### config.mk
export PLATFORM = sky130hd
export DESIGN_NAME = sct_reduce
export DESIGN_NICKNAME = d
export VERILOG_FILES = /design/src/rtl/sine_cosine_taylor_assert.svh /design/src/rtl/sct_pkg.sv /design/src/rtl/sct_reduce.sv
export SDC_FILE = /design/constraint.sdc
export NUM_CORES = 1
export LEC_CHECK = 0
export BUFFER_PORTS_ARGS = -buffer_cell sky130_fd_sc_hd__buf_2
export CORE_MARGIN = 4
export CORE_UTILIZATION = 39
export DETAILED_ROUTE_END_ITERATION = 8
export GPL_TIMING_DRIVEN = 1
export PLACE_DENSITY = 0.6
export SKIP_LAST_GASP = 1
export SYNTH_ARGS = -nofsm -noshare
export SYNTH_HDL_FRONTEND = slang
export SYNTH_SLANG_ARGS = --single-unit
export TNS_END_PERCENT = 1
### constraint.sdc
create_clock -name clock -period 3.8 [get_ports clock]
set_clock_uncertainty 0.1 [all_clocks]
set_input_delay 0.57 -clock clock [delete_from_list [all_inputs] [get_ports clock]]
set_output_delay 0.57 -clock clock [all_outputs]
set_load 0.05 [all_outputs]
### src/rtl/sine_cosine_taylor_assert.svh
// assertion macros for the sine and cosine unit
`ifndef SINE_COSINE_TAYLOR_ASSERT_SVH
`define SINE_COSINE_TAYLOR_ASSERT_SVH

// implication checked at every clock edge outside reset
`define SCT_ASSERT_IMP(label, clk, rst, ante, cons) \
   label: assert property (@(posedge clk) disable iff (rst) (ante) |-> (cons)) \
      else $error("sine_cosine_taylor implication failed");

// condition that must never hold outside reset
`define SCT_ASSERT_NEVER(label, clk, rst, cond) \
   label: assert property (@(posedge clk) disable iff (rst) !(cond)) \
      else $error("sine_cosine_taylor forbidden condition seen");

`endif

### src/rtl/sct_pkg.sv
// shared widths, constants and coefficient table for the sine and cosine unit
package sct_pkg;

   localparam int VAL_W      = 48;
   localparam int HALF_W     = VAL_W / 2;
   localparam int FRAC_BITS  = 40;
   localparam int ANGLE_W    = 32;
   localparam int RES_W      = 32;
   localparam int IN_SHIFT   = 12;
   localparam int OUT_SHIFT  = FRAC_BITS - 30;
   localparam int MAX_TERMS  = 10;
   localparam int DEF_TERMS  = 10;

   localparam logic signed [VAL_W-1:0] PI_Q40     = 48'sh03243F6A8886;
   localparam logic signed [VAL_W-1:0] TWO_PI_Q40 = 48'sh06487ED5110B;
   localparam logic [VAL_W-OUT_SHIFT-1:0] ONE_Q30 = (VAL_W-OUT_SHIFT)'(64'd1 << 30);

   typedef logic signed [VAL_W-1:0] val_type;

   // 1/n! in Q40 rounded to nearest, sign alternating with k
   function automatic val_type coeff_q40(input int n, input int k);
      val_type mag;
      unique case (n)
         0:       mag = 48'sd1099511627776;
         1:       mag = 48'sd1099511627776;
         2:       mag = 48'sd549755813888;
         3:       mag = 48'sd183251937963;
         4:       mag = 48'sd45812984491;
         5:       mag = 48'sd9162596898;
         6:       mag = 48'sd1527099483;
         7:       mag = 48'sd218157069;
         8:       mag = 48'sd27269634;
         9:       mag = 48'sd3029959;
         10:      mag = 48'sd302996;
         11:      mag = 48'sd27545;
         12:      mag = 48'sd2295;
         13:      mag = 48'sd177;
         14:      mag = 48'sd13;
         15:      mag = 48'sd1;
         default: mag = '0;
      endcase
      return (k % 2 == 1) ? -mag : mag;
   endfunction

endpackage

### src/rtl/sct_reduce.sv
// two stage range reduction of the angle into [-pi, pi] in q40
module sct_reduce
   import sct_pkg::*;
(
   input  logic                      clock,
   input  logic                      reset,
   input  logic                      in_valid,
   input  logic signed [ANGLE_W-1:0] angle,
   output logic                      out_valid,
   output val_type                   x
);

   logic    v1_ff, v2_ff;
   val_type x1_ff, x1_in, x2_ff, x2_in, xw;

   always_comb begin
      xw = val_type'(angle) <<< IN_SHIFT;
      priority if (xw >= TWO_PI_Q40)  x1_in = xw - TWO_PI_Q40;
      else if (xw <= -TWO_PI_Q40)     x1_in = xw + TWO_PI_Q40;
      else                            x1_in = xw;
   end

   always_comb begin
      priority if (x1_ff > PI_Q40)    x2_in = x1_ff - TWO_PI_Q40;
      else if (x1_ff < -PI_Q40)       x2_in = x1_ff + TWO_PI_Q40;
      else                            x2_in = x1_ff;
   end

   always_ff @(posedge clock) begin
      if (reset) begin
         v1_ff <= 1'b0;
         v2_ff <= 1'b0;
      end else begin
         v1_ff <= in_valid;
         v2_ff <= v1_ff;
      end
   end

   always_ff @(posedge clock) begin
      x1_ff <= x1_in;
      x2_ff <= x2_in;
   end

   assign out_valid = v2_ff;
   assign x         = x2_ff;

endmodule

==> results of run 1 <==
registers in the layout, summed over array words and instances (netlist names):
register,flops
out_valid,1
v1_ff,1
x,48
x1_ff,36
final cells by class:
class | instances | area (um2) | share of cell area, %
Clock inverter | 3 | 42.5 | 0.695
Clock buffer | 13 | 260 | 4.25
Sequential cell | 86 | 1720 | 28.1
Multi-Input combinational cell | 500 | 3310 | 54.1
Tap cell | 176 | 220 | 3.60
Inverter | 15 | 61.3 | 1.00
Timing Repair Buffer | 95 | 505 | 8.25
power by group:
part | total [mW] | switching, mW | leakage (nW) | internal [mW]
sequential | 1.30 | 0.177 | 0.724 | 1.12
combinational | 1.51 | 1.07 | 1.64 | 0.441
clock | 0.871 | 0.327 | 0.146 | 0.544
metrics by stage:
step	hold WS, ps	cell area [um2]	total power [mW]	util, %	std cells
4_1_cts	292	6120	3.70	45.9	888
2_1_floorplan	314	5350	2.46	-	659
6_report	304	6120	3.68	45.9	888
3_3_place_gp	336	5820	2.81	43.6	872
5_1_grt	300	6120	3.87	45.9	888
3_5_place_dp	343	5820	2.82	43.6	872
logic make-up (layout without fill, tap and decap cells):
| kind of cell | after synthesis | count (layout) | synth area share (%) |
|---|---|---|---|
| multiplexers | 11 | 11 | 2.06 |
| adder cells (fa/ha/maj) | 8 | 8 | 1.87 |
| buffers and inverters | 73 | 126 | 5.99 |
| flip-flops | 86 | 86 | 32.2 |
| AND/OR/NAND/NOR | 215 | 215 | 20.9 |
| AO/OA/AOI/OAI | 202 | 202 | 26.5 |
| XOR/XNOR | 64 | 64 | 10.5 |
layer usage:
layer / vias to the layer above / part of all wire, % / global-route usage [%]
met5: - / 0 / 0
met4: 0 / 2.3 / 8.10
met3: 33 / 6.4 / 3.37
met2: 205 / 45 / 28.6
met1: 2332 / 46 / 24.0
li1: 2506 / - / -
layout by cell type (no fill, tap or decap), types with 6 or more instances in the layout:
master / count
xnor2_1: 38
clkbuf_16: 9
nor2_1: 47
inv_1: 13
buf_2: 83
a21o_1: 10
nand2_1: 52
or3_1: 6
buf_4: 12
a211oi_1: 8
a22oi_1: 6
o21ai_0: 35
a32oi_1: 8
nand3_1: 17
a31oi_1: 15
nor3_1: 21
ha_1: 8
mux2i_1: 11
dfxtp_1: 86
nor4_1: 10
nor2b_1: 11
xor2_1: 26
and3_1: 10
o22ai_1: 11
a21oi_1: 42
worst paths after layout:
| path | slack (ps) | start | cells after the start | to |
|---|---|---|---|---|
| hold / removal | 300 | reset | 2 | out_valid |
| setup reg to reg | 690 | x1_ff[40] | 6 | x[4] |
| setup / recovery | 690 | x1_ff[40] | 6 | x[4] |
| hold reg to reg | 350 | v1_ff | 1 | out_valid |
==> results.tsv, run 1 <==
metric	value	unit
status	complete, no violations	
dp_hpwl	11000	um
max_stage_delay	840	ps
hold_viol_final	0	
gr-total-overflow	0	
powerDensity	601	nW/um2
p_leak	2.51	nW
numCtsBuffers	9	
crit_buf_inv	0	
placementRows	42	
path_delay_family	simple AND/OR/NAND/NOR gates	
yosys-top-cells-count	dfxtp_1 (86), nand2_1 (52), nor2_1 (47)	
io_buffers	83	
worst_slew_pin_slew	1050	ps
grt_pass1_vias	4774	
fin_ws	688	ps
period_share	81.9	%
synth_cell_type_count	79	
netlist_instances	659	
avgSynthCellArea	8.11	um2
wl_per_cell	16.4	um
ctsHoldBuffers	0	
grt_max_degree	21	
worstSetupStartpointType	flop	
synthToLayoutAreaGrowth	14.5	%
avgViaCountPerCell	5.72	
clock-root-buffer	clkbuf_16	
first_pass_iters	6	
dieWidth	125	um
synth_area	5350	um2
cts_tree	done	
vdd_drop_max	0.000242	V
vias	5076	
critical_path_arrival	3240	ps
final_nets	750	
synth_nets	702	
clkTransAtPathRegs	60	ps
ys_seq_area_share	32.2	%
synth_top_area_share	32.2	%
cts-resized-gates	0	
hp-class	in2reg	
finalWirelength	14600	um
antenna_found_initial	0	
criticalPathCategory	reg2reg	
htree_num_levels	3	
dieHeight	125	um
slew_violations	0	
drcViolationCount	0	
fillerInstances	1355	
place_ws	413	ps
post_cts_buffers	0	
core	13300	um2
fmax	321	MHz
worstPathMaxFanout	20	
critical_path.cell_chain	nor3_1 -> nand4_1 -> or4_1 -> o211ai_2 -> nand2_1 -> o221a_2	
setup_violations	0	
finalCriticalPeriod	3110	ps
start_util	40.1	%
track_usage	18.1	%
diodes	0	
setup-tns-final	0	ps
drtIter0Drc	363	
cts_max_path_buffers	2	
synth_edf_count	0	
final_layout_size_suffix_gt1_share	18.7	%
grt_pass1_wl	23500	um
synth_area_leader_cell	dfxtp_1	
synth-async-reset-ratio	0	%
worst_slew_margin_rel	29.7	%
max_cap_viol_count	0	
worstSetupEndpointType	flop	
synth_flop_cell	dfxtp_1	
antenna_left	0	
dieArea	15600	um2
crit_path_top_delay_cell	o211ai_2	
io_pins	84	
netlist_top_cells_area	dfxtp_1 (32%), xnor2_1 (6.2%), xor2_1 (4.3%)	
synth_seq_cells	86	
gp_congestion	0.935	
clock-sinks	86	
cp.required	3930	ps
rsz0062_at_grt	no	
clk_latency	340	ps
yosysMostFrequentCell	dfxtp_1	
synth_warnings	0	
Power figures use the tool's default switching activity.
==> run 2: changes to the inputs <==
==> constraint.sdc (replaced) <==
create_clock -name clock -period 3.07 [get_ports clock]
set_clock_uncertainty 0.1 [all_clocks]
set_input_delay 0.4605 -clock clock [delete_from_list [all_inputs] [get_ports clock]]
set_output_delay 0.4605 -clock clock [all_outputs]
set_load 0.05 [all_outputs]
==> results.tsv, run 2 (synthesis results as in run 1) <==
metric	value	unit
cts_max_path_buffers	2	
grt_pass1_wl	24800	um
vias	5197	
vdd_drop_max	0.000346	V
dp_hpwl	11700	um
p_leak	2.72	nW
final_cell_count_no_fill	930	
hp-class	in2reg	
worst_slew_pin_slew	517	ps
final_cell_mix	dfxtp_1 (86), buf_2 (83), nand2_1 (52)	
status	complete, no violations	
cp.required	3180	ps
dieWidth	125	um
fillerInstances	1321	
final_layout_size_suffix_gt1_share	23.5	%
gp_congestion	0.897	
dieArea	15600	um2
io_pins	84	
final_common_cell	dfxtp_1	
htree_num_levels	3	
first_pass_iters	5	
wl_per_cell	16.1	um
power	4.65	mW
synthToLayoutAreaGrowth	21.4	%
largest_reg_flops	48	
finalCriticalPeriod	2810	ps
hold_viol_final	0	
dieHeight	125	um
max_cap_viol_count	0	
numCtsBuffers	9	
setup-tns-final	0	ps
diodes	0	
io_buffers	83	
clkTransAtPathRegs	60	ps
drcViolationCount	0	
placementRows	42	
worstSetupStartpointType	flop	
avgViaCountPerCell	5.59	
ctsHoldBuffers	0	
dp_cells	914	
worst_slew_margin_rel	64.7	%
worstSetupEndpointType	flop	
track_usage	18.9	%
grt_max_degree	19	
fmax	356	MHz
antenna_found_initial	0	
clock-sinks	86	
dpl-instance-area	6170	um2
finalWirelength	14900	um
gr-total-overflow	0	
criticalPathCategory	reg2reg	
cts_tree	done	
drtIter0Drc	314	
final_nets	792	
core	13300	um2
antenna_left	0	
rsz0062_at_grt	no	
setup_violations	0	
worstPathMaxFanout	11	
clk_latency	330	ps
period_share	91.5	%
grt_pass1_vias	5012	
slew_violations	0	
powerDensity	715	nW/um2
start_util	40.1	%
final_area	6490	um2
critical_path_arrival	2920	ps
clock-root-buffer	clkbuf_16	
-- run 2: cell types whose count changed in the layout (fill, tap and decap cells not counted), sizes merged --
cell	previous run	this run
clkinvlp	1	3
clkbuf	13	11
buf	95	137
-- run 2: routing by layer --
layer / routed length, um / GRT usage [%] / up-vias
met4: 339 / 8.35 / 0
met1: 6940 / 25.1 / 2405
li1: - / - / 2589
met3: 782 / 2.39 / 24
met5: 0 / 0 / -
met2: 6880 / 30.7 / 179
-- run 2: final timing paths --
| kind | startpoint | endpoint | slack (ps) | cells past startpoint |
|---|---|---|---|---|
| setup / recovery | x1_ff[13] | x[33] | 260 | 9 |
| hold / removal | reset | out_valid | 200 | 2 |
| setup reg to reg | x1_ff[13] | x[33] | 260 | 9 |
| hold reg to reg | v1_ff | out_valid | 340 | 1 |
-- run 2: per-stage QoR --
step,utilization [%],hold WS (ps),setup WS [ps]
finish,48.7,197,262
floorplan,-,314,143
detailed placement,46.3,331,-2.18
CTS,48.6,181,138
global placement,46.3,335,51.6
global route,48.7,187,106
-- run 2: worst max-delay path, stage by stage (launching register included) --
cell	delay (ps)
dfxtp_1	490
nor2_1	140
a2111oi_0	520
a221o_1	290
a41oi_2	240
buf_4	270
buf_4	170
nor4_1	220
a31oi_1	90
xnor2_1	160
-- run 2: power breakdown --
part | total [mW] | switching (mW) | leakage (nW) | internal (mW)
Clock | 1.09 | 0.421 | 0.144 | 0.672
Combinational | 1.98 | 1.38 | 1.86 | 0.609
Sequential | 1.57 | 0.180 | 0.724 | 1.39
Total | 4.65 | 1.98 | 2.72 | 2.67
-- run 2: what timing repair did --
action,4_1_cts,5_1_grt
endpoints found under the setup margin,0,2
resized for setup,0,1
buffers inserted,0,0
-- run 2: layout make-up --
class                           count  area, um2  area share [%]
Multi-Input combinational cell    500       3320            51.2
Tap cell                          176        220            3.39
Sequential cell                    86       1720            26.5
Clock buffer                       11        253            3.89
Clock inverter                      5       57.6           0.886
Timing Repair Buffer              137        858            13.2
Inverter                           15       61.3           0.944
==> run 3: changes to the inputs <==
--- a/config.mk
+++ b/config.mk
@@ -10,6 +10,7 @@
 export CORE_UTILIZATION = 39
 export DETAILED_ROUTE_END_ITERATION = 8
 export GPL_TIMING_DRIVEN = 1
+export MAX_ROUTING_LAYER = met4
 export PLACE_DENSITY = 0.6
 export SKIP_LAST_GASP = 1
 export SYNTH_ARGS = -nofsm -noshare
==> results.tsv, run 3 (synthesis results as in run 1) <==
metric	value	unit
status	complete, no violations	
path_delay_family	simple AND/OR/NAND/NOR gates	
slew_violations	0	
criticalPathCategory	in2reg	
clock-sinks	86	
drtIter0Drc	323	
hp-class	in2reg	
final_cell_count_no_fill	936	
crit_buf_inv	1	
avgViaCountPerCell	5.57	
min_from	reset	
hold_viol_final	0	
drcViolationCount	0	
finalWirelength	15200	um
dieArea	15600	um2
critical_path_arrival	2950	ps
min_to	out_valid	
io_buffers	83	
worstSetupStartpointType	input port	
finalCriticalPeriod	2790	ps
rsz0062_at_grt	no	
period_share	90.7	%
vias	5215	
largest_reg_flops	48	
first_pass_iters	5	
ctsHoldBuffers	0	
cts_tree	done	
post_cts_buffers	0	
final_cell_mix	dfxtp_1 (86), buf_2 (83), buf_4 (58)	
setup_violations	0	
clock-root-buffer	clkbuf_16	
core	13300	um2
worst-path-stages	12	
gr-total-overflow	0	
worstReg2RegStart	x1_ff[28]	
hold_depth	2	
dp_hpwl	12000	um
cp_common_cell	ha_1	
dp_cells	920	
start_util	40.1	%
worstPathMaxFanout	4	
cp.required	3240	ps
cts-resized-gates	0	
powerDensity	721	nW/um2
antenna_found_initial	0	
wl_per_cell	16.3	um
grt_pass1_vias	5027	
synthToLayoutAreaGrowth	22.3	%
numCtsBuffers	9	
worst_slew_pin_slew	586	ps
ff2ff_path_depth	8	
final_layout_size_suffix_gt1_share	24.1	%
placementRows	42	
final_core_util	49.0	%
io_pins	84	
dpl-instance-area	6210	um2
dieHeight	125	um
fmax	359	MHz
grt_max_degree	25	
final_area	6540	um2
dieWidth	125	um
p_leak	2.76	nW
gp_congestion	0.927	
hold_ws	192	ps
clkTransAtPathRegs	60	ps
antenna_left	0	
cts_max_path_buffers	2	
clk_latency	340	ps
critical_path.cell_chain	buf_2 -> ha_1 -> and3_1 -> o221ai_1 -> a311oi_1 -> nand3_1 -> a21o_1 -> ha_1 -> nand2_1 -> or4_1 -> mux2i_1 -> xor2_1	
diodes	0	
r2r_slack	290	ps
r2r_end	x[27]	
worstSetupEndpointType	flop	
crit_path_top_delay_cell	or4_1	
vdd_drop_max	0.000302	V
track_usage	20.1	%
final_nets	798	
htree_num_levels	3	
max_cap_viol_count	0	
max_stage_delay	410	ps
final_common_cell	dfxtp_1	
worst_slew_margin_rel	60.9	%
grt_pass1_wl	25200	um
-- run 3: cell count changes in the layout (fill, tap and decap cells not counted), sizes merged --
cell      delta
clkbuf       -1
bufinv       +1
clkinv       +1
buf          +6
clkinvlp     -1
-- run 3: per-layer routing --
| layer | GRT usage, % | wire length (um) | vias up | part of all wire [%] |
|---|---|---|---|---|
| li1 | - | - | 2604 | - |
| met3 | 2.81 | 838 | 22 | 5.5 |
| met1 | 26.0 | 6910 | 2404 | 45 |
| met4 | 8.23 | 343 | 0 | 2.3 |
| met2 | 31.6 | 7150 | 185 | 47 |
| met5 | - | 0 | - | 0 |
-- run 3: layout make-up --
class                           count  area, um2
Multi-Input combinational cell    500       3320
Inverter                           15       61.3
Tap cell                          176        220
Timing Repair Buffer              143        891
Clock inverter                      6       85.1
Clock buffer                       10        239
Fill cell                        1361       6810
Sequential cell                    86       1720
-- run 3: through the flow --
step | power, mW | setup slack, ps | setup TNS, ps
after global placement | 3.57 | 25.8 | 0
after floorplan | 3.04 | 143 | 0
after CTS | 4.76 | 181 | 0
after detailed placement | 3.59 | -47.7 | -113
final | 4.72 | 284 | 0
after global routing | 4.98 | 87.1 | 0
-- run 3: worst max path at each step --
stage | start | end | slack, ps
2_1_floorplan | angle[13] | x1_ff[32] | 140
3_3_place_gp | angle[1] | x1_ff[30] | 30
3_5_place_dp | angle[1] | x1_ff[30] | -50
4_1_cts | x1_ff[37] | x[29] | 180
5_1_grt | angle[1] | x1_ff[30] | 90
6_report | angle[1] | x1_ff[30] | 280
-- run 3: power by group --
part / switching, mW / internal, mW / total (mW)
registers: 0.169 / 1.39 / 1.56
clock network: 0.421 / 0.730 / 1.15
logic: 1.39 / 0.620 / 2.01
